## config.mk

```make
export PLATFORM = sky130hd
export DESIGN_NAME = obb_fix
export DESIGN_NICKNAME = d
export VERILOG_FILES = /design/src/rtl/obb_pkg.sv /design/src/rtl/obb_fix.sv
export SDC_FILE = /design/constraint.sdc
export NUM_CORES = 1
export LEC_CHECK = 0
export ABC_AREA = 1
export BUFFER_PORTS_ARGS = -buffer_cell sky130_fd_sc_hd__buf_2
export CORE_ASPECT_RATIO = 0.9
export CORE_MARGIN = 5
export CORE_UTILIZATION = 50
export DETAILED_ROUTE_END_ITERATION = 7
export MAX_ROUTING_LAYER = met4
export PLACE_DENSITY = 0.78
export REMOVE_ABC_BUFFERS = 1
export SLEW_MARGIN = 20
export SYNTH_ARGS = -nofsm -noshare
export SYNTH_HDL_FRONTEND = slang
export SYNTH_SLANG_ARGS = --single-unit
```

## constraint.sdc

```tcl
create_clock -name clk -period 1.8 [get_ports clk]
set_input_delay 0.18 -clock clk [delete_from_list [all_inputs] [get_ports clk]]
set_output_delay 0.18 -clock clk [all_outputs]
set_load 0.03 [all_outputs]
```

## src/rtl/obb_pkg.sv

```systemverilog
// Shared widths, types and the pipeline control struct for the oriented-box bounding unit.
package obb_pkg;

	localparam int COORD_W = 24;
	localparam int ENT_W = 16;
	localparam int ROW_W = 3 * ENT_W;
	localparam int HALF_W = 23;
	localparam int FRAC_SHIFT = 14;
	localparam int MULT_W = ENT_W + HALF_W + 1;
	localparam int PROD_W = ENT_W + HALF_W;
	localparam int MAG_W = PROD_W;
	localparam int EXT_W = MAG_W + 1;
	localparam int ACC_W = EXT_W + 2;
	localparam int RND_W = ACC_W - FRAC_SHIFT;
	localparam int NUM_STG = 4;
	localparam int NUM_AX = 3;

	localparam logic signed [COORD_W-1:0] COORD_MAX = {1'b0, {(COORD_W-1){1'b1}}};
	localparam logic signed [COORD_W-1:0] COORD_MIN = {1'b1, {(COORD_W-1){1'b0}}};

	typedef logic signed [COORD_W-1:0] coord_t;
	typedef logic [ROW_W-1:0] row_t;
	typedef logic [HALF_W-1:0] half_t;
	typedef logic signed [PROD_W-1:0] prod_t;
	typedef logic [EXT_W-1:0] ext_t;
	typedef logic signed [RND_W-1:0] rnd_t;

	// Per-stage load enables from the valid/ready chain.
	typedef struct packed {
		logic en_s1;
		logic en_s2;
		logic en_s3;
		logic en_s4;
	} obb_ctl_t;

endpackage

```

## src/rtl/obb_fix.sv

```systemverilog
// Third and fourth stages: extreme corners, rounding to Q12.12 and saturation.
module obb_fix (
	input  logic                                    clk,
	input  logic                                    en_s3,
	input  logic                                    en_s4,
	input  obb_pkg::ext_t  [obb_pkg::NUM_AX-1:0]    ext_s2,
	input  obb_pkg::coord_t [obb_pkg::NUM_AX-1:0]   ctr_s2,
	output obb_pkg::coord_t [obb_pkg::NUM_AX-1:0]   min_s4,
	output obb_pkg::coord_t [obb_pkg::NUM_AX-1:0]   max_s4
);
	import obb_pkg::*;

	localparam logic signed [ACC_W-1:0] HALF_LSB = ACC_W'(1) <<< (FRAC_SHIFT - 1);

	logic signed [ACC_W-1:0] base [NUM_AX];
	logic signed [ACC_W-1:0] lo [NUM_AX];
	logic signed [ACC_W-1:0] hi [NUM_AX];
	rnd_t lo_s3 [NUM_AX];
	rnd_t hi_s3 [NUM_AX];

	function automatic coord_t sat(input rnd_t v);
		coord_t r;
		if (v > RND_W'(COORD_MAX)) begin
			r = COORD_MAX;
		end else if (v < RND_W'(COORD_MIN)) begin
			r = COORD_MIN;
		end else begin
			r = v[COORD_W-1:0];
		end
		return r;
	endfunction

	// Adding half an LSB and dropping the fraction rounds to nearest, ties upward.
	always_comb begin
		for (int k = 0; k < NUM_AX; k++) begin
			base[k] = ACC_W'(ctr_s2[k]) <<< FRAC_SHIFT;
			lo[k] = base[k] - $signed({2'b00, ext_s2[k]}) + HALF_LSB;
			hi[k] = base[k] + $signed({2'b00, ext_s2[k]}) + HALF_LSB;
		end
	end

	always_ff @(posedge clk) begin
		if (en_s3) begin
			for (int k = 0; k < NUM_AX; k++) begin
				lo_s3[k] <= lo[k][ACC_W-1:FRAC_SHIFT];
				hi_s3[k] <= hi[k][ACC_W-1:FRAC_SHIFT];
			end
		end
	end

	always_ff @(posedge clk) begin
		if (en_s4) begin
			for (int k = 0; k < NUM_AX; k++) begin
				min_s4[k] <= sat(lo_s3[k]);
				max_s4[k] <= sat(hi_s3[k]);
			end
		end
	end
endmodule

```

==> impl_metrics.yaml, run 1 <==
run_status:
  run_status: "completed"
clocking:
  clock_sinks: 312
  clock_path_buffers: 3
  cts_tree: "built"
  h-tree-depth: 2
  cts_setup_buffers: 0
  path_clk_slew_ns: 0.07
  cts-root-buf: "clkbuf_16"
  cts_buffers: 36
  insertion_delay_ns: 0.56
die:
  core_um2: 48100
  rows: 76
  start_util_pct: 50.7
  die_w_um: 243
  die_h_um: 220
  die_area_um2: 53300
  io_pins: 339
route:
  via_per_inst: 5.05
  firstDrtPassIters: 8
  vias: 24418
  drc_errors: 0
  finalWirelength_um: 83700
  ant_nets: 0
  wl_per_cell_um: 17.3
  initialDrtViolationCount: 2379
synth:
  ys_types: 37
  synth_top_area_share_pct: 38.4
  synth-main-ff-cell: "edfxtp_1"
  ys_warn_count: 0
  ys_seq_elements: 312
  synthCells: 3442
  synthTopCellsByArea: "edfxtp_1 (38%), nand2_1 (16%), inv_1 (11%), ha_1 (8.3%), nor2_1 (5.1%)"
  synth_async_sr_flop_share_pct: 0
  ys_seq_area_share_pct: 38.4
  yosys.area.top_type: "edfxtp_1"
  synth_edf_count: 312
  syn_area_um2: 24400
  avgSynthCellArea_um2: 7.09
global_routing:
  antenna_found_initial: 1
  grt_pass1_wl_um: 127000
  grt_pass1_vias: 23346
  track_usage_pct: 31.4
  grt-ovfl-total: 0
  grt_max_degree: 76
critical_path:
  end_kind: "flop"
  cp_data_arrival_time_ns: 1.99
  critPathMaxFanout: 6
  critical_path_class: "flop to flop"
  startpoint_type: "flop"
  worstPathRequired_ns: 2.06
timing:
  hold_violations: 0
  holdWs_ns: 0.0225
  slew_headroom_pct: 55.9
  period_needed_ns: 1.72
  rsz0062_at_grt: "no"
  tns_ns: 0
  post-route-period-util_pct: 95.7
  maxSlewViolCount: 0
  fin_skew_ns: 0.0232
  finalSetupViolCount: 0
  worst_slew_pin_slew_ns: 0.655
  fmax_ghz: 0.581
placement:
  hpwl_um: 69400
  gp_congestion: 1.01
  io_buffers: 338
  placedCellCount: 4774
final_layout:
  fin_nets: 4551
  instances_no_fill: 4840
  nFillCells: 4330
  syn2layout_area_growth_pct: 27.8
  drive_gt1_share_pct: 21.9
  final_common_cell: "nand2_1"
  mostFrequentLayoutCells: "nand2_1 (1,053), inv_1 (743), buf_4 (454)"
power_and_ir_drop:
  vdd_ir_drop_max_mv: 0.619
  p_leak_nw: 16.8
  power.density_nw_per_um2: 816
  power_w: 0.0254
flow_run:
  drv_cap: 0
hold_path:
  hp-class: "input pin to flop"
## state kept, by name, indices dropped and copies added (netlist names)
register and flops:
hi_s3 84, lo_s3 84, max_s4 72, min_s4 72
## timing repair
| item | in CTS | in global routing |
|---|---|---|
| endpoints found under the setup margin | 0 | 1 |
| resized for setup | 0 | 1 |
| hold buffers | 1 | 0 |
| endpoints found under the hold margin | 4 | 0 |
## metrics by stage
stage	cell area (um2)	util, %	worst slack [ns]
finish	31200	64.8	0.0774
global route	31200	64.8	0.00822
CTS	31200	64.8	0.0226
detailed placement	30000	62.3	-0.544
global placement	30000	62.3	-0.613
floorplan	23900	-	0.0505
## final timing paths
path | startpoint | end | slack, ns | cells after the start
min | en_s4 | min_s4[65] | 0.02 | 1
min reg2reg | hi_s3[0][27] | max_s4[23] | 0.46 | 0
max | hi_s3[0][55] | max_s4[31] | 0.08 | 4
max reg2reg | hi_s3[0][55] | max_s4[31] | 0.08 | 4
## cell families (layout without fill, tap and decap cells)
kind of cell,count (synthesis),in the layout,share of synthesized area [%]
AO/OA/AOI/OAI,364,364,8.17
XOR/XNOR,84,84,3.01
adder cells (fa/ha/maj),167,167,8.75
buffers and inverters,842,1615,13.7
flip-flops,312,312,38.4
other,0,1,0
AND/OR/NAND/NOR,1673,1673,28.0
## cells in the mapped netlist (25+ instances only)
| library cell | instances |
|---|---|
| ha_1 | 161 |
| xor2_1 | 80 |
| edfxtp_1 | 312 |
| nor2_1 | 330 |
| nand4_1 | 32 |
| buf_4 | 27 |
| nor3_1 | 25 |
| nand2_1 | 1053 |
| nand3_1 | 159 |
| buf_2 | 26 |
| o21ai_0 | 183 |
| a21oi_1 | 136 |
| clkbuf_1 | 30 |
| inv_1 | 743 |
## per-layer routing
| metal | track usage [%] | routed length (um) |
|---|---|---|
| met5 | - | 0 |
| met2 | 50.7 | 38300 |
| met1 | 42.6 | 36900 |
| met3 | 4.05 | 6470 |
| met4 | 7.72 | 1990 |
## report_power, final
group          total [W]  internal (W)  switching (W)
clock network    0.00755       0.00438        0.00317
logic            0.00817       0.00298        0.00519
registers        0.00972       0.00933       0.000393
total             0.0254        0.0167        0.00875
## worst max-delay path: stages, from the launching register on
cell	delay, ns
edfxtp_1	0.42
inv_1	0.15
a41oi_2	0.10
buf_4	0.23
o21ai_0	0.53
## final cells by class
class | instances | area (um2) | share of cell area (%)
Antenna cell | 1 | 2.50 | 0.00802
Clock buffer | 42 | 945 | 3.03
Clock inverter | 22 | 241 | 0.774
Inverter | 750 | 2820 | 9.03
Multi-Input combinational cell | 2288 | 11800 | 37.7
Sequential cell | 312 | 9370 | 30.0
Tap cell | 624 | 781 | 2.50
Timing Repair Buffer | 801 | 5280 | 16.9
(Power assumes the default switching activity.)
==> inputs of run 2 (changes only) <==
--- a/config.mk
+++ b/config.mk
@@ -11,6 +11,7 @@
 export CORE_MARGIN = 5
 export CORE_UTILIZATION = 50
 export DETAILED_ROUTE_END_ITERATION = 7
+export HOLD_SLACK_MARGIN = 0.1
 export MAX_ROUTING_LAYER = met4
 export PLACE_DENSITY = 0.78
 export REMOVE_ABC_BUFFERS = 1
==> constraint.sdc (replaced) <==
create_clock -name clk -period 1.8 [get_ports clk]
set_input_delay 0.18 -clock clk [delete_from_list [all_inputs] [get_ports clk]]
set_output_delay 0.18 -clock clk [all_outputs]
set_load 0.02 [all_outputs]
==> run 2 against run 1 <==
  * Clock skew about the same
  * Cell count barely moved
  * Highest routed layer unchanged
  * Largest power group unchanged
  * First-iteration DRC count fell by 0.29%
  * Critical endpoint unchanged
  * Via count is 0.11% lower
==> impl_metrics.yaml, run 2 (synthesized netlist as in run 1, its figures left out) <==
clocking:
  cts_setup_buffers: 0
  insertion_delay_ns: 0.56
  cts-root-buf: "clkbuf_16"
  clock_sinks: 312
  h-tree-depth: 2
  path_clk_slew_ns: 0.06
  clock_path_buffers: 3
  cts_buffers: 36
  cts_tree: "built"
final_layout:
  drive_gt1_share_pct: 21.9
  largest_registers: "hi_s3: 84 flops, lo_s3: 84 flops"
  syn2layout_area_growth_pct: 27.9
  mostFrequentLayoutCells: "nand2_1 (1,053), inv_1 (743), buf_4 (454)"
  instances_no_fill: 4843
  stdcell_area_um2: 31200
  final_common_cell: "nand2_1"
  nFillCells: 4329
  fin_nets: 4554
route:
  vias: 24390
  initialDrtViolationCount: 2372
  via_per_inst: 5.04
  wl_per_cell_um: 17.2
  firstDrtPassIters: 6
  drc_errors: 0
  ant_nets: 0
  finalWirelength_um: 83500
timing:
  finalSetupViolCount: 0
  holdWs_ns: 0.122
  worst_slew_pin_slew_ns: 0.724
  rsz0062_at_grt: "no"
  fin_skew_ns: 0.0228
  slew_headroom_pct: 51.2
  period_needed_ns: 1.79
  hold_violations: 0
  fmax_ghz: 0.560
  post-route-period-util_pct: 99.3
  maxSlewViolCount: 0
die:
  io_pins: 339
  core_um2: 48100
  start_util_pct: 50.7
  die_area_um2: 53300
  rows: 76
  die_h_um: 220
  die_w_um: 243
critical_path:
  critical_path_class: "flop to flop"
  end_kind: "flop"
  startpoint_type: "flop"
  cp_data_arrival_time_ns: 2.04
  worstPathRequired_ns: 2.05
  critPathMaxFanout: 6
run_status:
  run_status: "completed"
hold_path:
  hp-class: "input pin to flop"
placement:
  placedCellCount: 4774
  hpwl_um: 69400
  gp_congestion: 1.01
  placed_area_um2: 30000
  io_buffers: 338
power_and_ir_drop:
  p_leak_nw: 16.9
  vdd_ir_drop_max_mv: 0.590
  power.density_nw_per_um2: 806
global_routing:
  track_usage_pct: 31.4
  grt_max_degree: 76
  grt_pass1_wl_um: 128000
  grt-ovfl-total: 0
  grt_pass1_vias: 23352
  antenna_found_initial: 1
flow_run:
  drv_cap: 0
run 2: changes by cell type in the layout (fill, tap and decap cells not counted), sizes merged:
cell / before / now
dlygate4sd3: 1 / 4
run 2: power by group:
part,total [W],switching (W),internal (W)
sequential,0.00972,0.000391,0.00933
combinational,0.00791,0.00492,0.00298
clock,0.00753,0.00315,0.00438
run 2: cell type report:
cell class / instances / area, um2 / area share, %
clock buffers: 42 / 945 / 3.03
well taps: 624 / 781 / 2.50
flip-flops and latches: 312 / 9370 / 30.0
repair buffers: 804 / 5310 / 17.0
diodes: 1 / 2.50 / 0.00801
clock inverters: 22 / 241 / 0.773
inverters: 750 / 2820 / 9.02
multi-input cells: 2288 / 11800 / 37.7
run 2: layer usage:
metal	vias up	share of wire (%)	track usage, %	wire, um
met5	-	0	-	0
met4	0	2.4	7.72	1980
met3	126	7.8	4.05	6510
met2	960	46	50.7	38400
met1	11125	44	42.7	36700
li1	12179	-	-	-
run 2: critical path: stages, from the launching register on:
cell and delay, ns:
edfxtp_1 0.42, inv_1 0.15, a41oi_2 0.10, buf_4 0.23
o21ai_0 0.58
run 2: worst paths after layout:
kind,slack (ns),depth (start not counted),startpoint,endpoint
worst max-delay path,0.01,4,hi_s3[0][55],max_s4[31]
worst min-delay path,0.12,3,ext_s2[53],hi_s3[0][28]
worst max register to register,0.01,4,hi_s3[0][55],max_s4[31]
worst min register to register,0.46,0,hi_s3[0][27],max_s4[23]
run 2: timing repair:
action | in CTS | in global routing
hold buffers | 4 | 0
gates resized for setup | 0 | 3
hold endpoints to repair | 25 | 0
endpoints found under the setup margin | 0 | 3
run 2: per-stage QoR:
stage,util [%],setup TNS (ns),worst slack (ns),power [W]
2_1_floorplan,-,0,0.0505,0.0137
3_3_place_gp,62.3,-23.71,-0.613,0.0175
3_5_place_dp,62.3,-26.01,-0.544,0.0176
4_1_cts,64.9,0,0.0226,0.0252
5_1_grt,64.9,0,0.00822,0.0264
6_report,64.9,0,0.0131,0.0252
