===== config.mk =====
export PLATFORM = sky130hd
export DESIGN_NAME = obb_ctrl
export DESIGN_NICKNAME = d
export VERILOG_FILES = /design/src/rtl/obb_pkg.sv /design/src/rtl/obb_ctrl.sv
export SDC_FILE = /design/constraint.sdc
export NUM_CORES = 1
export LEC_CHECK = 0
export BUFFER_PORTS_ARGS = -buffer_cell sky130_fd_sc_hd__buf_2
export CORE_AREA = 2 2 39 41
export CTS_BUF_LIST = sky130_fd_sc_hd__clkbuf_8
export DETAILED_ROUTE_END_ITERATION = 10
export DIE_AREA = 0 0 41 43
export PLACE_DENSITY = 0.3
export SLEW_MARGIN = 10
export SYNTH_ARGS = -nofsm -noshare
export SYNTH_HDL_FRONTEND = slang
export SYNTH_SLANG_ARGS = --single-unit

===== constraint.sdc =====
create_clock -name clk -period 1.5 [get_ports clk]
set_input_delay 0 -clock clk [delete_from_list [all_inputs] [get_ports clk]]
set_output_delay 0 -clock clk [all_outputs]
set_load 0.02 [all_outputs]

===== src/rtl/obb_pkg.sv =====
// Shared widths, types and the pipeline control struct for the oriented-box bounding unit.
package obb_pkg;

	localparam int COORD_W = 24;
	localparam int ENT_W = 16;
	localparam int ROW_W = 3 * ENT_W;
	localparam int HALF_W = 23;
	localparam int FRAC_SHIFT = 14;
	localparam int MULT_W = ENT_W + HALF_W + 1;
	localparam int PROD_W = ENT_W + HALF_W;
	localparam int MAG_W = PROD_W;
	localparam int EXT_W = MAG_W + 1;
	localparam int ACC_W = EXT_W + 2;
	localparam int RND_W = ACC_W - FRAC_SHIFT;
	localparam int NUM_STG = 4;
	localparam int NUM_AX = 3;

	localparam logic signed [COORD_W-1:0] COORD_MAX = {1'b0, {(COORD_W-1){1'b1}}};
	localparam logic signed [COORD_W-1:0] COORD_MIN = {1'b1, {(COORD_W-1){1'b0}}};

	typedef logic signed [COORD_W-1:0] coord_t;
	typedef logic [ROW_W-1:0] row_t;
	typedef logic [HALF_W-1:0] half_t;
	typedef logic signed [PROD_W-1:0] prod_t;
	typedef logic [EXT_W-1:0] ext_t;
	typedef logic signed [RND_W-1:0] rnd_t;

	// Per-stage load enables from the valid/ready chain.
	typedef struct packed {
		logic en_s1;
		logic en_s2;
		logic en_s3;
		logic en_s4;
	} obb_ctl_t;

endpackage


===== src/rtl/obb_ctrl.sv =====
// Valid bits and stall chain for the four pipeline stages.
module obb_ctrl (
	input  logic              clk,
	input  logic              arst_n,
	input  logic              in_valid,
	output logic              in_ready,
	output logic              out_valid,
	input  logic              out_ready,
	output obb_pkg::obb_ctl_t ctl
);
	import obb_pkg::*;

	logic [NUM_STG-1:0] vld_q;
	logic [NUM_STG-1:0] en;

	// A stage may load when it is empty or its contents move on in the same cycle.
	always_comb begin
		en[NUM_STG-1] = !vld_q[NUM_STG-1] || out_ready;
		for (int k = NUM_STG - 2; k >= 0; k--) begin
			en[k] = !vld_q[k] || en[k+1];
		end
	end

	always_ff @(posedge clk or negedge arst_n) begin
		if (!arst_n) begin
			vld_q <= '0;
		end else begin
			if (en[0]) begin
				vld_q[0] <= in_valid;
			end
			for (int k = 1; k < NUM_STG; k++) begin
				if (en[k]) begin
					vld_q[k] <= vld_q[k-1];
				end
			end
		end
	end

	assign in_ready  = en[0];
	assign out_valid = vld_q[NUM_STG-1];
	assign ctl.en_s1 = en[0];
	assign ctl.en_s2 = en[1];
	assign ctl.en_s3 = en[2];
	assign ctl.en_s4 = en[3];

`ifndef ASSERT_OFF
	a_accept_fills_s1: assert property (@(posedge clk) disable iff (!arst_n)
		in_valid && in_ready |=> vld_q[0])
		else $error("accepted beat did not reach the first stage");
	a_s1_holds_on_stall: assert property (@(posedge clk) disable iff (!arst_n)
		vld_q[0] && !en[1] |=> vld_q[0])
		else $error("first stage lost a beat while the next stage was stalled");
	a_out_from_prev: assert property (@(posedge clk) disable iff (!arst_n)
		$rose(vld_q[NUM_STG-1]) |-> $past(vld_q[NUM_STG-2]))
		else $error("output became valid without a beat in the stage before it");
`endif
endmodule


==> results of run 1 <==
[routing by layer]
layer | global-route usage, % | share of wire (%) | routed length, um | vias up
li1 | - | - | - | 75
met1 | 8.469 | 44 | 191 | 68
met2 | 6.563 | 37 | 159 | 9
met3 | 6.283 | 13 | 56 | 4
met4 | 8.000 | 5.8 | 25 | 0
met5 | 0 | 0 | 0 | -
[through the flow]
stage	total power [mW]	hold WS (ns)	instance area (um2)
finish	0.4272	0.1014	295.3
floorplan	0.1731	-0.2956	176.4
global placement	0.1973	-0.1888	234.0
detailed placement	0.1970	-0.1911	234.0
CTS	0.4349	0.09952	295.3
global route	0.4503	0.1197	295.3
[cells in the final DEF (no fill, tap or decap)]
master | synthesis | routed
clkbuf_8 | 0 | 3
inv_1 | 1 | 1
dfrtp_1 | 4 | 4
a41o_1 | 1 | 1
dlygate4sd3_1 | 0 | 2
nand4_1 | 1 | 1
nand2b_1 | 3 | 3
nand4b_1 | 1 | 1
buf_2 | 0 | 9
nor2b_4 | 1 | 1
nand3b_1 | 1 | 1
[path summary, 6_finish.rpt]
| kind | slack, ns | cells past startpoint | end | from |
|---|---|---|---|---|
| worst min-delay path | 0.10 | 4 | vld_q[3]$_DFFE_PN0P_ | out_ready |
| min in group asynchronous | 0.13 | 2 | vld_q[2]$_DFFE_PN0P_ | arst_n |
| worst max-delay path | 0.43 | 3 | ctl[3] | vld_q[3]$_DFFE_PN0P_ |
| max in group asynchronous | 1.26 | 2 | vld_q[3]$_DFFE_PN0P_ | arst_n |
| worst max register to register | 0.62 | 2 | vld_q[0]$_DFFE_PN0P_ | vld_q[3]$_DFFE_PN0P_ |
| worst min register to register | 0.49 | 1 | vld_q[1]$_DFFE_PN0P_ | vld_q[0]$_DFFE_PN0P_ |
[report_power, final]
part	internal (mW)	leakage [nW]	switching [mW]	total, mW
Clock	0.171	0.0216	0.0566	0.228
Sequential	0.120	0.0421	0.0114	0.131
Combinational	0.0295	0.0720	0.0388	0.0684
[critical path, cell delays in order, from the launching register on]
cell     delay, ns
dfrtp_1       0.37
nor2b_4       0.18
nand4_1       0.12
buf_2         0.18
[synthesized netlist by cell type]
cell type,n
dfrtp_1,4
a41o_1,1
nand4b_1,1
buf_4,1
inv_1,1
nand4_1,1
nand2b_1,3
nor2b_4,1
nand3b_1,1
[what timing repair did]
item | CTS | global route
hold buffers | 2 | 0
endpoints found under the hold margin | 5 | 0
setup buffers | 0 | 0
[cell families (layout without fill, tap and decap cells)]
family / count (synthesis) / count (layout) / synth area share [%]
simple gates: 7 / 7 / 31.21
flops: 4 / 4 / 56.74
buf+inv: 2 / 15 / 6.383
compound gates: 1 / 1 / 5.674
[layout make-up]
cell class	instances	area share, %
timing repair buffer	11	22.03
multi-input combinational	8	22.03
tap	16	6.780
sequential	4	33.90
inverter	1	1.271
clock buffer	3	13.98
==> key figures, run 1 <==
Worst setup path
  • Data required time at the worst endpoint: 1.50 ns
  • Arrival time at the worst endpoint: 1.07 ns
  • Crit start category: register
  • Worst-path maximum fanout: 4
  • Kind of critical path: reg -> out
  • Worst Setup End Kind: primary output

Place
  • Placed cells: 38
  • Weighted congestion at the end of routability-driven global placement: 0.6701
  • Pre-CTS WS: 0.6185 ns
  • HPWL Detailed: 332.5 um
  • # port buffers: 9

Timing
  • Final-report hold violation count: 0
  • Portion of the clock cycle consumed by the worst path in the final layout: 71.03%
  • Measured slew at the worst slew-check pin: 0.1655 ns
  • Final critical path time including I/O delays and setup: 1.065 ns
  • Summed negative setup slack over all endpoints: 0 ns
  • Headroom to the max-slew limit: 88.96%
  • RSZ-0062 raised after global routing: false
  • Maximum operating frequency: 938.6 MHz
  • Worst setup margin: 0.4345 ns
  • Final max-slew violation count: 0
  • Worst clock skew: 0.0002307 ns
  • Total setup violations reported at the end of the flow: 0

Clock tree
  • Post-cts gate resize count: 0
  • Root buffer cell: clkbuf_8
  • Maximum level of the CTS H-tree: 1
  • CTS clock-pin slew for the worst setup and hold paths: 0.03 ns
  • Clock tree from TritonCTS: built
  • Maximum clock insertion buffer count: 2
  • Clk_lat worst skew: 0.22 ns
  • Clock sinks: 4
  • TritonCTS Buffers: 3

Synth
  • Cell taking the most area after synthesis: dfrtp_1
  • Top cells by area in the synthesized netlist: dfrtp_1 57%, nand2b_1 11%, nor2b_4 7.8%
  • Area share of the leading cell type in the synthesized netlist: 56.74%
  • Yosys Warn Count: 0
  • Post-synthesis cell count: 14
  • Post-synth net total: 18
  • Synth cell types: 9
  • Synthesized flop and latch total: 4
  • Seq/Total Area, Yosys: 56.74%
  • Summed instance area of the synthesized netlist: 176.4 um2
  • Average footprint of a synthesized cell: 12.60 um2

Global route
  • First-pass GRT wire length: 731 um
  • Number of antenna violations at the first check in global routing: 0
  • Vias in the first global route: 163
  • Residual overflow from global routing: 0
  • Maximum number of pins on one net before global-route repair: 6
  • Overall routing resource usage: 7.157%

Floorplan
  • Ports placed on the boundary: 10
  • Initial core utilization: 12.75%
  • Total die area: 1763 um2
  • Row Count: 14
  • Die outline height: 43 um
  • Core area: 1384 um2
  • Chip width: 41 um

Pwr
  • Power density relative to cell area: 1447 nW/um2
  • Worst voltage drop across the vdd grid: 0.0003065 V
  • LEAKAGE: 0.1357 nW

Cells and area
  • Fin cells: 43
  • Register name with the most flops: vld_q
  • Share of the core filled with cells in the final layout: 21.34%
  • Area grow syn2layout: 67.38%
  • Combined area of the multi-input logic cells: 65.06 um2
  • Sequential cell area: 100.1 um2
  • Number of flip-flops in the largest register: 4
  • Registers with the most flip-flops: vld_q: 4 flops
  • Fraction of final layout cells with drive strength greater than 1: 48.15%
  • Number of fill cells: 150
  • Final-stage net count: 33
  • Ant. Diodes: 0

Routing
  • Post-detailed-routing wire length: 432 um
  • Drt drc: 0
  • DR iter-0 viols: 7
  • Via density per instance: 3.628
  • Via count: 156
  • Average wire per cell in the routed design: 10.05 um
  • Router iterations before antenna repair: 3
  • Count of antenna-violating nets left after detailed routing: 0

Status
  • Outcome: completed

Min path
  • Worst hold path type: in -> reg

Run
  • Number of max-cap violations: 0
No activity file was read; power rests on OpenSTA's default activity.
==> run 2, diff against run 1 <==
- clock period: 1.5 -> 1.05 ns (I/O delays scaled with it)
==> key figures, run 2 (synthesis gave the netlist of run 1 again) <==
Cells and area
  • Commonest cells after routing, fill and taps aside: 8 x buf_2, 3 x nand2b_1, 3 x clkbuf_8, 3 x dfrtp_1
  • Fin cells: 45 (+4.7%)
  • Final design instance area without fill: 310.3 um2 (+5.1%)
  • Register name with the most flops: vld_q
  • Fraction of final layout cells with drive strength greater than 1: 51.72% (+3.6 points)
  • Number of flip-flops in the largest register: 4 (unchanged)
  • Registers with the most flip-flops: vld_q: 4 flops
  • Ant. Diodes: 0 (unchanged)
  • Final-stage net count: 34 (+3.0%)
  • Most common cell after layout, fill and taps aside: buf_2
  • Area grow syn2layout: 75.89%

Clock tree
  • Clock sinks: 4 (unchanged)
  • Maximum level of the CTS H-tree: 1 (unchanged)
  • Clk_lat worst skew: 0.22 ns (about the same)
  • TritonCTS Buffers: 3 (unchanged)
  • Clock tree from TritonCTS: built
  • CTS clock-pin slew for the worst setup and hold paths: 0.04 ns (about the same)
  • Root buffer cell: clkbuf_8
  • Maximum clock insertion buffer count: 2 (unchanged)

Timing
  • Worst clock skew: 0.007917 ns (+0.007686 ns)
  • Maximum operating frequency: 970.2 MHz
  • Total setup violations reported at the end of the flow: 0 (unchanged)
  • Measured slew at the worst slew-check pin: 0.1328 ns (-0.03272 ns)
  • Portion of the clock cycle consumed by the worst path in the final layout: 98.17%
  • Summed negative setup slack over all endpoints: 0 ns (unchanged)
  • Headroom to the max-slew limit: 91.15% (+2.2 points)
  • Final critical path time including I/O delays and setup: 1.031 ns
  • Final max-slew violation count: 0 (unchanged)
  • Final-report hold violation count: 0 (unchanged)
  • RSZ-0062 raised after global routing: true

Global route
  • First-pass GRT wire length: 696 um (-4.8%)
  • Number of antenna violations at the first check in global routing: 0 (unchanged)
  • Residual overflow from global routing: 0 (unchanged)
  • Maximum number of pins on one net before global-route repair: 6 (unchanged)
  • Vias in the first global route: 164 (+0.61%)
  • Overall routing resource usage: 6.862% (-0.30 points)

Routing
  • Drt drc: 0 (unchanged)
  • Post-detailed-routing wire length: 433 um (+0.23%)
  • Average wire per cell in the routed design: 9.622 um (-4.2%)
  • Count of antenna-violating nets left after detailed routing: 0 (unchanged)
  • Router iterations before antenna repair: 2 (-1)
  • Via count: 160 (+2.6%)
  • Via density per instance: 3.556 (-2.0%)
  • DR iter-0 viols: 5 (-2)

Place
  • Weighted congestion at the end of routability-driven global placement: 0.6263 (-6.5%)
  • HPWL Detailed: 308.8 um (-7.1%)
  • # port buffers: 9 (unchanged)
  • Standard cell area after detailed placement: 235.2 um2 (+0.54%)
  • Placed cells: 38 (unchanged)

Worst setup path
  • Worst-path maximum fanout: 4 (unchanged)
  • Crit start category: register
  • Crit path largest cell delay: 0.37 ns (about the same)
  • Crit-path slowest cell: dfrtp_2
  • Critical Path, Cell by Cell: nor2b_4, nand4_1, buf_2
  • Crit path max-delay family: flip-flops
  • Arrival time at the worst endpoint: 1.03 ns (-0.04 ns)
  • Data required time at the worst endpoint: 1.05 ns (-0.45 ns)
  • Worst Setup End Kind: primary output
  • Buffer and inverter count on the worst path: 1 (unchanged)
  • Kind of critical path: reg -> out

Floorplan
  • Core area: 1384 um2 (unchanged)
  • Die outline height: 43 um (unchanged)
  • Ports placed on the boundary: 10 (unchanged)
  • Total die area: 1763 um2 (unchanged)
  • Chip width: 41 um (unchanged)
  • Initial core utilization: 12.75% (unchanged)
  • Row Count: 14 (unchanged)

Status
  • Outcome: completed

Pwr
  • Worst voltage drop across the vdd grid: 0.0006835 V (+120%)
  • LEAKAGE: 0.1471 nW (+8.4%)
  • Power density relative to cell area: 2036 nW/um2 (+41%)

Run
  • Number of max-cap violations: 0 (unchanged)

Min path
  • Worst hold path type: in -> reg
==> run 2: cell types whose count changed in the layout (fill, tap and decap cells not counted) <==
cell / change
buf_2: -1
buf_4: +2
dfrtp_1: -1
dfrtp_2: +1
inv_1: +1
==> run 2: routing by layer <==
metal / GRT usage [%] / part of all wire (%) / vias up
li1: - / - / 79
met1: 7.190 / 42 / 69
met2: 5.938 / 37 / 10
met3: 7.853 / 19 / 2
met4: 8.000 / 1.8 / 0
met5: 0 / 0 / -
==> run 2: repair_timing <==
| item | in CTS | in global routing |
|---|---|---|
| hold endpoints to repair | 5 | 0 |
| hold buffers | 2 | 0 |
| buffers inserted | 0 | 1 |
| gates resized for setup | 0 | 1 |
| endpoints found under the setup margin | 0 | 2 |
==> run 2: area by class of cell <==
cell class,instances,area (um2)
fillers,154,1074
multi-input cells,8,65.06
well taps,16,20.02
repair buffers,12,75.07
flip-flops and latches,4,101.3
clock buffers,3,41.29
inverters,1,3.754
clock inverters,1,3.754
==> run 2: power breakdown <==
| group | internal (mW) | switching, mW | leakage (nW) | total, mW |
|---|---|---|---|---|
| clock | 0.250 | 0.0909 | 0.0269 | 0.341 |
| sequential | 0.172 | 0.0149 | 0.0416 | 0.186 |
| combinational | 0.0477 | 0.0564 | 0.0786 | 0.104 |
| total | 0.469 | 0.162 | 0.147 | 0.632 |
==> run 2: path summary, 6_finish.rpt <==
path                                            from                   end  slack [ns]  cells after the start
max in group asynchronous                     arst_n  vld_q[3]$_DFFE_PN0P_        0.81                      2
worst max-delay path            vld_q[3]$_DFFE_PN0P_              in_ready        0.02                      3
worst max register to register  vld_q[3]$_DFFE_PN0P_  vld_q[0]$_DFFE_PN0P_        0.05                      3
worst min register to register  vld_q[0]$_DFFE_PN0P_  vld_q[1]$_DFFE_PN0P_        0.52                      1
min in group asynchronous                     arst_n  vld_q[0]$_DFFE_PN0P_        0.11                      2
worst min-delay path                       out_ready  vld_q[3]$_DFFE_PN0P_        0.09                      4
==> run 2: tightest hold or removal path: stages <==
cell      delay [ns]
buf_2           0.12
nor2b_4         0.05
inv_1           0.06
nand2b_1        0.05
==> run 2: stage by stage <==
step | util, % | hold slack, ns | total power, mW | worst slack, ns
after global routing | 22.42 | 0.1081 | 0.6718 | -0.06251
after CTS | 21.70 | 0.09150 | 0.6427 | 0.01164
after detailed placement | 17.00 | -0.1895 | 0.2816 | 0.1645
final | 22.42 | 0.09103 | 0.6317 | 0.01924
after floorplan | - | -0.2956 | 0.2480 | -0.03590
after global placement | 17.00 | -0.1877 | 0.2834 | 0.1723
