## src/rtl/obb_pkg.sv

```systemverilog
// Shared widths, types and the pipeline control struct for the oriented-box bounding unit.
package obb_pkg;

	localparam int COORD_W = 24;
	localparam int ENT_W = 16;
	localparam int ROW_W = 3 * ENT_W;
	localparam int HALF_W = 23;
	localparam int FRAC_SHIFT = 14;
	localparam int MULT_W = ENT_W + HALF_W + 1;
	localparam int PROD_W = ENT_W + HALF_W;
	localparam int MAG_W = PROD_W;
	localparam int EXT_W = MAG_W + 1;
	localparam int ACC_W = EXT_W + 2;
	localparam int RND_W = ACC_W - FRAC_SHIFT;
	localparam int NUM_STG = 4;
	localparam int NUM_AX = 3;

	localparam logic signed [COORD_W-1:0] COORD_MAX = {1'b0, {(COORD_W-1){1'b1}}};
	localparam logic signed [COORD_W-1:0] COORD_MIN = {1'b1, {(COORD_W-1){1'b0}}};

	typedef logic signed [COORD_W-1:0] coord_t;
	typedef logic [ROW_W-1:0] row_t;
	typedef logic [HALF_W-1:0] half_t;
	typedef logic signed [PROD_W-1:0] prod_t;
	typedef logic [EXT_W-1:0] ext_t;
	typedef logic signed [RND_W-1:0] rnd_t;

	// Per-stage load enables from the valid/ready chain.
	typedef struct packed {
		logic en_s1;
		logic en_s2;
		logic en_s3;
		logic en_s4;
	} obb_ctl_t;

endpackage

```

## src/rtl/obb_sum.sv

```systemverilog
// Second stage: per axis, the sum of product magnitudes gives the box extent.
module obb_sum (
	input  logic                                    clk,
	input  logic                                    en,
	input  obb_pkg::prod_t [obb_pkg::NUM_AX-1:0][obb_pkg::NUM_AX-1:0] prod_s1,
	input  obb_pkg::coord_t [obb_pkg::NUM_AX-1:0]   ctr_s1,
	output obb_pkg::ext_t  [obb_pkg::NUM_AX-1:0]    ext_s2,
	output obb_pkg::coord_t [obb_pkg::NUM_AX-1:0]   ctr_s2
);
	import obb_pkg::*;

	logic [MAG_W-1:0] mag [NUM_AX][NUM_AX];
	ext_t ext [NUM_AX];

	// Choosing the sign of each half extent independently, the extreme corner adds
	// every product with its own sign, so the extent is the sum of magnitudes.
	always_comb begin
		for (int k = 0; k < NUM_AX; k++) begin
			for (int j = 0; j < NUM_AX; j++) begin
				mag[k][j] = prod_s1[k][j][PROD_W-1] ? MAG_W'(-prod_s1[k][j])
				                                    : MAG_W'(prod_s1[k][j]);
			end
			ext[k] = EXT_W'(mag[k][0]) + EXT_W'(mag[k][1]) + EXT_W'(mag[k][2]);
		end
	end

	always_ff @(posedge clk) begin
		if (en) begin
			for (int k = 0; k < NUM_AX; k++) begin
				ext_s2[k] <= ext[k];
			end
			ctr_s2 <= ctr_s1;
		end
	end
endmodule

```

## config.mk

```make
export PLATFORM = sky130hd
export DESIGN_NAME = obb_sum
export DESIGN_NICKNAME = d
export VERILOG_FILES = /design/src/rtl/obb_pkg.sv /design/src/rtl/obb_sum.sv
export SDC_FILE = /design/constraint.sdc
export NUM_CORES = 1
export LEC_CHECK = 0
export ABC_CLOCK_PERIOD_IN_PS = 10300
export BUFFER_PORTS_ARGS = -buffer_cell sky130_fd_sc_hd__buf_2
export CORE_UTILIZATION = 25
export CTS_BUF_LIST = sky130_fd_sc_hd__clkbuf_16
export DETAILED_ROUTE_END_ITERATION = 12
export GPL_TIMING_DRIVEN = 0
export SETUP_SLACK_MARGIN = 0.02
export SLEW_MARGIN = 20
export SYNTH_ARGS = -nofsm -noshare
export SYNTH_HDL_FRONTEND = slang
export SYNTH_SLANG_ARGS = --single-unit
export TNS_END_PERCENT = 30
```

## constraint.sdc

```tcl
create_clock -name clk -period 10.3 [get_ports clk]
set_input_delay 1.03 -clock clk [delete_from_list [all_inputs] [get_ports clk]]
set_output_delay 1.03 -clock clk [all_outputs]
set_load 0.005 [all_outputs]
```

==> results list, run 1 <==
- The first global-routing pass estimated 117200 um of wire.
* Maximum clock path buffer count: 2
- The number of pins exceeding their max-slew limit in the final report came to 0.
- The worst pin sits at a relative slew slack of between 30% and 40%.
- At the end of routability-driven placement, the weighted congestion stood at approximately 0.95.
- The analysis attributes to cell leakage a power of approximately 12 nW.
- Power Dens Cells: approximately 180 mW/mm^2
- Destination of the worst hold path: ctr_s2[54]$_DFFE_PP_
* Max Cap Violations: 0
- Vias per cell: just under 5
- Remaining DRCs: 0
* Total area of multi-input combinational cells: approximately 0.015 mm^2
- Averaged over all synthesized cells, the footprint is just over 9 um^2.
- Effective utilization at floorplan: approximately 25%
- Setup violations remaining at the end of the flow were counted as 0.
* Post-cts hold buffer count: 0
* Largest area contributor in the netlist: edfxtp_1
* Syn Inst Count: approximately 2.3k
- Class of the tightest hold or removal check: in2reg
- Sort of element at the end of the critical path: flop
* Cell area after layout: ~0.027 mm^2
- Buffer and inverter count on the worst path: 3
- The critical path crosses 20 cells after its start point.
* Initial detailed-routing violation count: roughly 1.2k
* Final critical-path share of the clock period: between 60% and 70%
* Asr flop ratio synth: 0%
- # H-tree levels: 4
- Hold_sp: ctr_s1[54]
- Dividing the detail-routed wire length by the instance count gives between 15 and 20 um.
- The die covers slightly below 0.09 mm^2.
- The final layout contains between 3k and 4k nets.
- Synthesis inferred around 190 register bits.
* CP Data Required Time: between 10 and 15 ns
- RSZ-0062 raised after global routing: no
* Peak supply drop: 135.6 uV
- Data arrives at the worst endpoint at 7.25 ns.
- Of the cells placed in the final design, the portion with a size suffix greater than 1 is between 20 and 25%.
- The critical path goes through buf_2 > or4_1 > or3_1 > or4_1 > or3b_2 > nor4_1 > inv_1 > o21ai_0 > xor2_1 > fa_1 > inv_1 > ha_1 > and3_1 > nand2_1 > nor3_1 > a41o_1 > o41ai_1 > or3_1 > a311o_1 > xor2_1.
- After detailed routing, the total wire length is between 70000 and 80000 um.
- Total negative slack: 0 ns
- The number of failing hold endpoints at the final stage came to 0.
* Warning count from the yosys run: 0
* Crit-path max FO: 5
- In this run the core area contains between 100 and 150 standard-cell rows.
* Time the worst path needs with I/O delays and setup: 6.957 ns
- Input/output buffers: between 600 and 700
* Number of optimization iterations in the first detailed-route pass: 6
- Hold-critical path depth: 1
* Type of the worst setup path: in2reg
- Summing all placed instances gives a cell area of ~0.026 mm^2.
- CTS root buf: clkbuf_16
- Netlist area before placement: around 0.022 mm^2
- Detailed placement HPWL: ~67000 um
- Count of flip-flops with a built-in enable after synthesis: 192
- CTS resizes: 0
* Count of distinct cell types in the synthesized netlist: slightly below 60
* Initial antenna violation count: 14
- Slowest stage cell on the critical path: o41ai_1
* Total number of vias: between 20k and 25k
* Aggregate global routing overflow: 0
* Clock tree from TritonCTS: yes
- Hold is met by around 0.65 ns.
* Post-route core utilization: 31.39%
- Number of global-route vias before repair: about 20k
- Register area share after synthesis: a little over a quarter
- The clock net in this run drives a total of between 150 and 200 sinks.
- Global routing used 17.95% of the available tracks across all layers.
* Clock slew seen by the registers of the worst setup and hold paths: 0.11 ns
- On the worst path, the slowest cell contributes a delay of between 0.8 and 0.9 ns.
- Entering global routing, the biggest net connects 90 pins.
* Number of buffers created by CTS: 17
- In this run the standard cell core region covers 0.08515 mm^2.
- Ports: between 600 and 700
- The count of nets left with antenna violations once routing finished came out at 0.
- Top cell type's share of synthesized area: about 27%
- The floorplan step set the die height to approximately 300 um.
- By area the synthesized netlist is led by edfxtp_1 (27%), xor2_1 (13%), fa_1 (11%), ha_1 (7.2%), inv_1 (4.7%).
- For this run, the leading register cell type out of synthesis is edfxtp_1.
- Cell class contributing the biggest share of worst-path delay: simple AND/OR/NAND/NOR gates
- After filler insertion, the fill cell instance count of the layout stands at around 9.2k.
- Storage element area: roughly 0.0058 mm^2
- Timing would allow up to ~140 MHz.
- The worst setup path is launched from an input port.
* Worst Tran Pin Value: 0.9626 ns
- Die width: just under 300 um
- Syn nets: approximately 3k
- The number of setup buffers added after CTS is 0.
- Total power after layout: between 4 and 5 mW
- Synth-to-layout area growth: 24.30%
- The flow ran to the end, and the final reports show no timing, DRC or antenna violations.
[layout by cell type, fill, tap and decap left out, types with 5 or more instances in the layout]
| master | instances |
|---|---|
| buf_2 | 610 |
| xor2_1 | 317 |
| inv_1 | 272 |
| edfxtp_1 | 192 |
| nand2_1 | 169 |
| o21ai_0 | 166 |
| ha_1 | 123 |
| fa_1 | 120 |
| xnor2_1 | 111 |
| a21oi_1 | 107 |
| o31ai_1 | 96 |
| nor2_1 | 95 |
| a21o_1 | 63 |
| or4_1 | 57 |
| clkbuf_1 | 52 |
| o41ai_1 | 49 |
| or3_1 | 44 |
| nor3_1 | 33 |
| nor4_1 | 25 |
| nand3_1 | 25 |
| nand2b_1 | 22 |
| or2_2 | 21 |
| nor2b_1 | 21 |
| a31oi_1 | 17 |
| clkbuf_16 | 17 |
| nand4_1 | 16 |
| o21bai_1 | 15 |
| o21a_1 | 13 |
| diode_2 | 10 |
| a211oi_1 | 10 |
| mux2i_1 | 9 |
| and3_1 | 9 |
| a21boi_0 | 8 |
| or4b_2 | 7 |
| inv_12 | 7 |
| and2_1 | 6 |
| o2111ai_1 | 5 |
| clkinv_8 | 5 |
[cell usage after synthesis (9+ instances only)]
cell type / count
nand4_1: 16
nor2b_1: 21
fa_1: 120
clkbuf_1: 52
o41ai_1: 49
o31ai_1: 96
xor2_1: 317
inv_1: 272
o21a_1: 13
a21oi_1: 107
edfxtp_1: 192
mux2i_1: 9
a211oi_1: 10
or2_2: 21
xnor2_1: 111
o21bai_1: 15
nor2_1: 95
a31oi_1: 17
nor3_1: 33
or4_1: 57
nand2b_1: 22
a21o_1: 63
nand2_1: 169
ha_1: 123
nor4_1: 25
or3_1: 44
nand3_1: 25
and3_1: 9
o21ai_0: 166
[final cells by class]
cell class / instances / share of cell area [%]
sequential: 192 / 21.57
multi-input combinational: 1828 / 54.32
antenna: 10 / 0.09362
clock inverter: 15 / 0.8238
buffer: 53 / 0.7442
inverter: 272 / 3.820
tap: 1144 / 5.355
clock buffer: 17 / 1.591
timing repair buffer: 613 / 11.68
[power breakdown]
| part | internal [mW] | total, mW | switching, mW |
|---|---|---|---|
| logic | 1.15 | 2.82 | 1.67 |
| registers | 1.26 | 1.33 | 0.0744 |
| clock network | 0.342 | 0.786 | 0.444 |
[per-layer routing]
layer / GRT usage, % / wire length (um)
met1: 22.47 / 33510
met2: 30.15 / 38300
met3: 3.744 / 5475
met4: 6.812 / 2492
met5: 0 / 18
[per-stage QoR]
step | instances | worst slack, ns
3_3_place_gp | 4100 | 2.922
2_1_floorplan | 2345 | 3.805
5_1_grt | 4142 | 2.950
4_1_cts | 4134 | 3.491
6_report | 4144 | 3.343
3_5_place_dp | 4102 | 2.911
[kinds of logic (layout without fill, tap and decap cells)]
logic type | Yosys count | after routing | share of synthesized area [%]
other | 0 | 10 | 0
XOR/XNOR | 428 | 428 | 17.43
adder cells (fa/ha/maj) | 243 | 243 | 18.33
AND/OR/NAND/NOR | 571 | 571 | 13.95
AO/OA/AOI/OAI | 577 | 577 | 17.39
multiplexers | 9 | 9 | 0.4189
buffers and inverters | 325 | 970 | 5.673
flip-flops | 192 | 192 | 26.81
[sequential cells by signal, indices dropped and copies added (netlist names)]
register  cells
ctr_s2       72
ext_s2      120
[worst max path at each step]
| stage | slack (ns) | start | to |
|---|---|---|---|
| 2_1_floorplan | 3.81 | prod_s1[169] | ext_s2[79]$_DFFE_PP_ |
| 3_3_place_gp | 2.92 | prod_s1[321] | ext_s2[119]$_DFFE_PP_ |
| 3_5_place_dp | 2.91 | prod_s1[321] | ext_s2[119]$_DFFE_PP_ |
| 4_1_cts | 3.49 | prod_s1[321] | ext_s2[119]$_DFFE_PP_ |
| 5_1_grt | 2.95 | prod_s1[316] | ext_s2[119]$_DFFE_PP_ |
| 6_report | 3.34 | prod_s1[321] | ext_s2[119]$_DFFE_PP_ |
(Power assumes the default switching activity.)
==> inputs of run 2 (changes only) <==
--- a/config.mk
+++ b/config.mk
@@ -5,7 +5,8 @@
 export SDC_FILE = /design/constraint.sdc
 export NUM_CORES = 1
 export LEC_CHECK = 0
-export ABC_CLOCK_PERIOD_IN_PS = 10300
+export ABC_AREA = 1
+export ABC_CLOCK_PERIOD_IN_PS = 6800
 export BUFFER_PORTS_ARGS = -buffer_cell sky130_fd_sc_hd__buf_2
 export CORE_UTILIZATION = 25
 export CTS_BUF_LIST = sky130_fd_sc_hd__clkbuf_16
==> constraint.sdc (replaced) <==
create_clock -name clk -period 6.8 [get_ports clk]
set_input_delay 0.68 -clock clk [delete_from_list [all_inputs] [get_ports clk]]
set_output_delay 0.68 -clock clk [all_outputs]
set_load 0.005 [all_outputs]
==> results list, run 2 <==
- Result of the run: finished clean
- Biggest regs: ext_s2 (120), ctr_s2 (72)
- CTS root buf: clkbuf_16
- The deepest level of the CTS H-tree was 4 (unchanged).
* Worst Tran Pin Value: 0.7280 ns (-0.2346 ns)
- Clock tree from TritonCTS: yes
- Of the available clock period, the critical path in the final layout requires between 60% and 70%.
- CTS resizes: 0 (unchanged)
* All-layer global routing usage: 20.65% (+2.7 points)
- RSZ-0062 raised after global routing: no
- The number of enable flip-flop cells after synthesis came to 192 (unchanged).
* Largest stage delay on the critical path: 0.47 ns (-0.35 ns)
- The total DRC errors in the routed layout is 0 (unchanged).
- The post-route worst setup slack was 2.562 ns (-0.7806 ns).
* Die H: 340.6 um (+15%)
- Layout Nets: 5877 (+61%)
- Total Wirelength: 121500 um (+52%)
* Max Cap Violations: 0 (unchanged)
- The worst vdd rail ir drop was 193.4 uV (+43%).
* Area enclosed by the die boundary: 0.1160 mm^2 (+33%)
* Count of distinct cell types in the synthesized netlist: 52 (-10%)
- Fraction of final layout cells sized beyond drive strength 1: 15.03% (-7.9 points)
- CP Data Required Time: 7.05 ns (-3.54 ns)
- In this run the most critical hold path is launched from ctr_s1[42].
- Syn nets: 5245 (+74%)
- Cell class contributing the biggest share of worst-path delay: simple AND/OR/NAND/NOR gates
* Top cell type's share of synthesized area: 20.11% (-6.7 points)
* Type of the worst setup path: in2reg
- Ports: 617 (unchanged)
* Final Max Slew Viols: 0 (unchanged)
* Detailed placement HPWL: 108000 um (+61%)
- Maximum achievable frequency: 236.0 MHz
- Fillcell total: 12.85k (+40%)
- Syn Inst Count: 4577 (+95%)
- Final Wtd Congestion: 0.9759 (+3.0%)
* Class of the tightest hold or removal check: in2reg
- The largest fanout of any net on the critical path was 5 (unchanged).
* Most common cell after layout, fill and taps aside: nand2_1
- The worst path arrival time was 4.49 ns (-2.76 ns).
- After synthesis, the cell types taking the most area are edfxtp_1 (20%), nand2_1 (17%), inv_1 (13%), fa_1 (8.4%), nor2_1 (7.9%).
* Number of global-route vias before repair: 29.52k (+50%)
- Effective utilization at floorplan: 25.34% (+0.084 points)
- The power after layout came to 8.271 mW (+68%).
- Most prevalent standard cell on the critical path: nand2_1
- Sort of element at the start of the critical path: input port
- The number of flip-flops in the largest register came to 120 (unchanged).
- The worst slack after detailed placement is 2.036 ns (-0.8749 ns).
- The clock-pin slew on the worst setup and hold paths is 0.11 ns (about the same).
* Most instantiated flip-flop cell in the synthesis netlist: edfxtp_1
- The via count normalized by instance count was 4.516 (-7.6%).
- Maximum clock path buffer count: 2 (unchanged)
- The first-pass iteration count of the detailed router was 6 (unchanged).
* Total number of vias: 30.37k (+50%)
- Warning count from the yosys run: 0 (unchanged)
- The post-route setup TNS was 0 ns (unchanged).
- Most frequent cells in the layout: nand2_1 (1323), inv_1 (996), buf_2 (620), nor2_1 (601), nand3_1 (261)
- Register area share after synthesis: 20.11% (-6.7 points)
- The pin count of the biggest net entering global routing is 73 (-19%).
* Average cell area after synthesis: 6.263 um^2 (-32%)
- The sequential cell area was 0.005766 mm^2 (unchanged).
- The count of input and output buffers was 611 (unchanged).
* Hold-critical path depth: 1 (unchanged)
- The global-route wire length before repair came to 179600 um (+53%).
- Largest register by flop count: ext_s2
- The flop and latch count out of synthesis came to 192 (unchanged).
- The final non-filler cell total was 6725 (+62%).
- Asr flop ratio synth: 0% (unchanged)
- The clock sink count was 192 (unchanged).
* Initial detailed-routing violation count: 2067 (+72%)
* Number of buffers created by CTS: 17 (unchanged)
- Destination of the worst hold path: ctr_s2[42]$_DFFE_PP_
- The post-route core utilization was 30.32% (-1.1 points).
- Largest area contributor in the netlist: edfxtp_1
- Finish-stage setup viols: 0 (unchanged)
* Die width: 340.6 um (+15%)
- Site row count: 123 (+15%)
- Buffer and inverter count on the worst path: 5 (+2)
- Power Dens Cells: 241.2 mW/mm^2 (+31%)
- Relative to the synthesized area, the layout overhead comes to 19.63%.
* Post-CTS setup-driven buffer insertion count: 0 (unchanged)
* Leakage power: 18.16 nW (+54%)
* Sort of element at the end of the critical path: flop
* Worst-path cell chain: buf_2 > inv_1 > ha_1 > inv_1 > nor3_2 > inv_1 > nor2_1 > nand2_1 > o21ai_1 > nand2_1 > a21oi_1 > fa_1 > inv_1 > ha_1 > a21oi_1 > o21ai_0 > nor2_1 > and2_1 > nand2_1 > nand2_1 > nand2_1
* Total area of multi-input combinational cells: 0.01896 mm^2 (+31%)
* Netlist area before placement: 0.02866 mm^2 (+33%)
- Slowest stage cell on the critical path: fa_1
- The detailed-route wire length per cell came to 18.07 um (-6.2%).
* Top cells by instance count after synthesis: nand2_1 (1323), inv_1 (996), nor2_1 (601)
- Remaining max-slew budget at the tightest pin: 50.95% (+15 points)
- Time the worst path needs with I/O delays and setup: roughly 4.2 ns
* Count of antenna-violating nets left after detailed routing: 0 (unchanged)
- Library cell with the highest instance count after synthesis: nand2_1
* Post-cts hold buffer count: 0 (unchanged)
* Final-report hold violation count: 0 (unchanged)
- The instance count after placement with tap cells included came to 6690 (+63%).
- The number of antenna violations at the first check in global routing was 19 (+5).
- Aggregate global routing overflow: 0 (unchanged)
* Floorplan core area: 0.1131 mm^2 (+33%)
[run 2: cell count changes in the layout (fill, tap and decap cells not counted), sizes merged, moves of 30 or more]
cell    before   now
xor2       317   252
nor2        95   656
o41ai       50     1
clkbuf      69    39
a21o        63     0
xnor2      111    70
nand3       25   281
inv        280  1007
o31ai       96     8
nand4       16    68
a21oi      107   141
or3         49     0
or4         61     0
nand2      169  1334
[run 2: per-stage QoR]
step | instance area, um^2 | hold slack (ns)
floorplan | 28670 | 0.7789
finish | 34290 | 0.3043
global route | 34290 | 0.2604
global placement | 33600 | 0.8570
detailed placement | 33660 | 0.8582
CTS | 34280 | 0.2403
[run 2: layout make-up]
class                      count  share of cell area (%)
multi-input combinational   3342                   55.30
sequential                   192                   16.81
inverter                    1004                   10.99
timing repair buffer         613                   9.107
tap                         1500                   5.473
clock buffer                  17                   1.241
clock inverter                15                  0.5655
buffer                        39                  0.4926
antenna                        3                 0.02189
[run 2: worst max path at each step]
stage / from / endpoint / slack, ns / depth (start not counted)
finish: prod_s1[312] / ext_s2[113]$_DFFE_PP_ / 2.56 / 21
global route: prod_s1[39] / ext_s2[33]$_DFFE_PP_ / 2.25 / 21
CTS: prod_s1[312] / ext_s2[113]$_DFFE_PP_ / 2.61 / 23
detailed placement: prod_s1[312] / ext_s2[113]$_DFFE_PP_ / 2.04 / 23
global placement: prod_s1[312] / ext_s2[113]$_DFFE_PP_ / 2.01 / 21
floorplan: prod_s1[273] / ext_s2[110]$_DFFE_PP_ / 3.15 / 20
[run 2: power by group]
group	switching (mW)	internal, mW
registers	0.108	1.85
clock network	0.617	0.500
logic	3.45	1.74
total	4.18	4.09
[run 2: cells by family (layout without fill, tap and decap cells)]
logic type	count (synthesis)	in the layout	share of synthesized area [%]
simple gates	2459	2459	36.45
buf+inv	1043	1688	13.74
xor+xnor	322	322	9.865
compound gates	318	318	6.089
fa+ha+maj	243	243	13.75
flops	192	192	20.11
other cells	0	3	0
[run 2: layer usage]
metal | global-route usage [%] | share of wire [%]
met4 | 7.549 | 3.8
met5 | 0 | 0.13
met2 | 35.52 | 47
met3 | 3.738 | 6.6
met1 | 25.59 | 42
==> inputs of run 3 (changes only) <==
--- a/config.mk
+++ b/config.mk
@@ -6,7 +6,7 @@
 export NUM_CORES = 1
 export LEC_CHECK = 0
 export ABC_AREA = 1
-export ABC_CLOCK_PERIOD_IN_PS = 6800
+export ABC_CLOCK_PERIOD_IN_PS = 3700
 export BUFFER_PORTS_ARGS = -buffer_cell sky130_fd_sc_hd__buf_2
 export CORE_UTILIZATION = 25
 export CTS_BUF_LIST = sky130_fd_sc_hd__clkbuf_16
==> constraint.sdc (replaced) <==
create_clock -name clk -period 3.7 [get_ports clk]
set_input_delay 0.37 -clock clk [delete_from_list [all_inputs] [get_ports clk]]
set_output_delay 0.37 -clock clk [all_outputs]
set_load 0.005 [all_outputs]
==> results list, run 3 (synthesized netlist as in run 2, its figures left out) <==
* Result of the run: finished clean
- The worst hold slack was 0.2637 ns (-0.04061 ns).
- The static leakage power was 18.58 nW (+2.3%).
- Most frequent cells in the layout: nand2_1 (1310), inv_1 (992), buf_2 (620), nor2_1 (588), nand3_1 (258)
- Worst-path cell chain: buf_2 > inv_1 > ha_4 > nand3_2 > nor2_4 > nand4_1 > nand2_1 > xor2_1 > fa_1 > inv_1 > ha_2 > nand2_1 > inv_1 > nand2_1 > nand2_1 > a21oi_1 > nand3_2 > nand2_1 > nand2_1 > nand2_1 > nand2_1
* Clock slew seen by the registers of the worst setup and hold paths: 0.08 ns (-0.03 ns)
- The global placer's final weighted congestion is 0.9759 (unchanged).
* Maximum achievable frequency: between 200 and 300 MHz
* Time the worst path needs with I/O delays and setup: about 3.5 ns
- Layout Nets: 5962 (+1.4%)
* Final Max Slew Viols: 0 (unchanged)
* Slowest stage cell on the critical path: fa_1
- Area enclosed by the die boundary: 0.1160 mm^2 (unchanged)
- The slew at the pin closest to its max-slew limit is 0.6687 ns (-0.05930 ns).
* Most prevalent standard cell on the critical path: nand2_1
- Most common cell after layout, fill and taps aside: nand2_1
- The global-route wire length before repair came to 180600 um (+0.56%).
* Remaining DRCs: 0 (unchanged)
- CP Data Required Time: 3.94 ns (-3.11 ns)
* Worst path arrival time: 3.79 ns (-0.70 ns)
* Initial antenna violation count: 16 (-3)
* Count of antenna-violating nets left after detailed routing: 0 (unchanged)
* Power Dens Cells: 434.7 mW/mm^2 (+80%)
* RSZ-0062 raised after global routing: yes
* Detailed placement HPWL: 108000 um (unchanged)
- Vias per cell: 4.516 (about the same)
* Initial detailed-routing violation count: 1889 (-8.6%)
* Type of the worst setup path: in2reg
- The worst setup path is launched from an input port.
* Final-report hold violation count: 0 (unchanged)
- Largest stage delay on the critical path: 0.47 ns (about the same)
- Buffer and inverter count on the worst path: 4 (-1)
- Pin count of the biggest net entering global routing: 73 (unchanged)
- Max Cap Violations: 0 (unchanged)
* Effective utilization at floorplan: 25.34% (unchanged)
- Finish-stage setup viols: 0 (unchanged)
* Total power after layout: 15.46 mW (+87%)
- The overall track demand over capacity in global routing is 20.75% (+0.10 points).
- Total number of vias: 30.77k (+1.3%)
* Largest register by flop count: ext_s2
* CTS root buf: clkbuf_16
* Die H: 340.6 um (unchanged)
- The area growth from synthesis to layout is 24.05%.
- Maximum clock path buffer count: 2 (unchanged)
* Class of the tightest hold or removal check: in2reg
* Ports: 617 (unchanged)
- Fraction of final layout cells sized beyond drive strength 1: 16.83% (+1.8 points)
* Number of global-route vias before repair: 29.86k (+1.2%)
- The number of flip-flops in the largest register is 120 (unchanged).
- The number of placement rows is 123 (unchanged).
* Biggest regs: ext_s2 (120), ctr_s2 (72)
- The clock sink count came to 192 (unchanged).
- The worst setup path is captured at a flop.
- Number of buffers created by CTS: 17 (unchanged)
* Average wire per cell in the routed design: 18.02 um (-0.30%)
- Crit-path max FO: 6 (+1)
- Cell class contributing the biggest share of worst-path delay: simple AND/OR/NAND/NOR gates
* Die width: 340.6 um (unchanged)
- Remaining max-slew budget at the tightest pin: 55.42% (+4.5 points)
* Final critical-path share of the clock period: between 90% and 100%
* Aggregate global routing overflow: 0 (unchanged)
* Fillcell total: 12.73k (-0.93%)
- TritonCTS built the clock tree.
* Number of optimization iterations in the first detailed-route pass: 5 (-1)
- The count of input and output buffers came to 611 (unchanged).
* Peak supply drop: 355.7 uV (+84%)
- Total Wirelength: 122700 um (+0.98%)
- The placeable core region came to 0.1131 mm^2 (unchanged).
- The deepest level of the CTS H-tree was 4 (unchanged).
## run 3: final timing paths
kind	start	endpoint	slack, ns	cells after the start
max	prod_s1[40]	ext_s2[37]$_DFFE_PP_	0.15	21
min	en	ctr_s2[16]$_DFFE_PP_	0.26	1
## run 3: what timing repair did
item                       CTS  global route
buffers inserted             0            13
resized for setup            9           116
pin swaps                    0            11
setup endpoints to repair   24            52
hold buffers                72             0
hold endpoints to repair    72             0
## run 3: cell type report
class,count,area [um^2],share of cell area [%]
multi-input combinational,3342,19380,54.51
sequential,192,5766,16.21
timing repair buffer,698,3941,11.08
inverter,1004,3776,10.62
tap,1500,1877,5.278
clock buffer,17,425.4,1.196
clock inverter,15,193.9,0.5454
buffer,39,185.2,0.5208
antenna,5,12.51,0.03519
## run 3: power breakdown
| group | total, mW | internal, mW | leakage (nW) | switching [mW] |
|---|---|---|---|---|
| registers | 3.61 | 3.40 | 1.88 | 0.202 |
| clock network | 2.05 | 0.919 | 0.296 | 1.13 |
| logic | 9.80 | 3.34 | 16.4 | 6.46 |
| total | 15.5 | 7.66 | 18.6 | 7.79 |
## run 3: stage by stage
| step | setup WS (ns) | std cells | utilization, % | TNS [ns] | cell area, um^2 |
|---|---|---|---|---|---|
| 4_1_cts | 0.02234 | 6794 | 30.97 | 0 | 35030 |
| 3_3_place_gp | -0.7755 | 6688 | 29.70 | -151.23 | 33600 |
| 5_1_grt | -0.02823 | 6808 | 31.43 | -0.02823 | 35550 |
| 2_1_floorplan | 0.3571 | 4577 | - | 0 | 28670 |
| 6_report | 0.1521 | 6812 | 31.44 | 0 | 35560 |
| 3_5_place_dp | -0.7543 | 6690 | 29.76 | -35.95 | 33660 |
## run 3: metal layers
layer  track usage (%)  part of all wire (%)  wire, um
met5                 0                  0.12       151
met4             7.614                   3.7      4600
met3             3.637                   6.5      7977
met2             35.79                    47     57990
met1             25.71                    42     52010
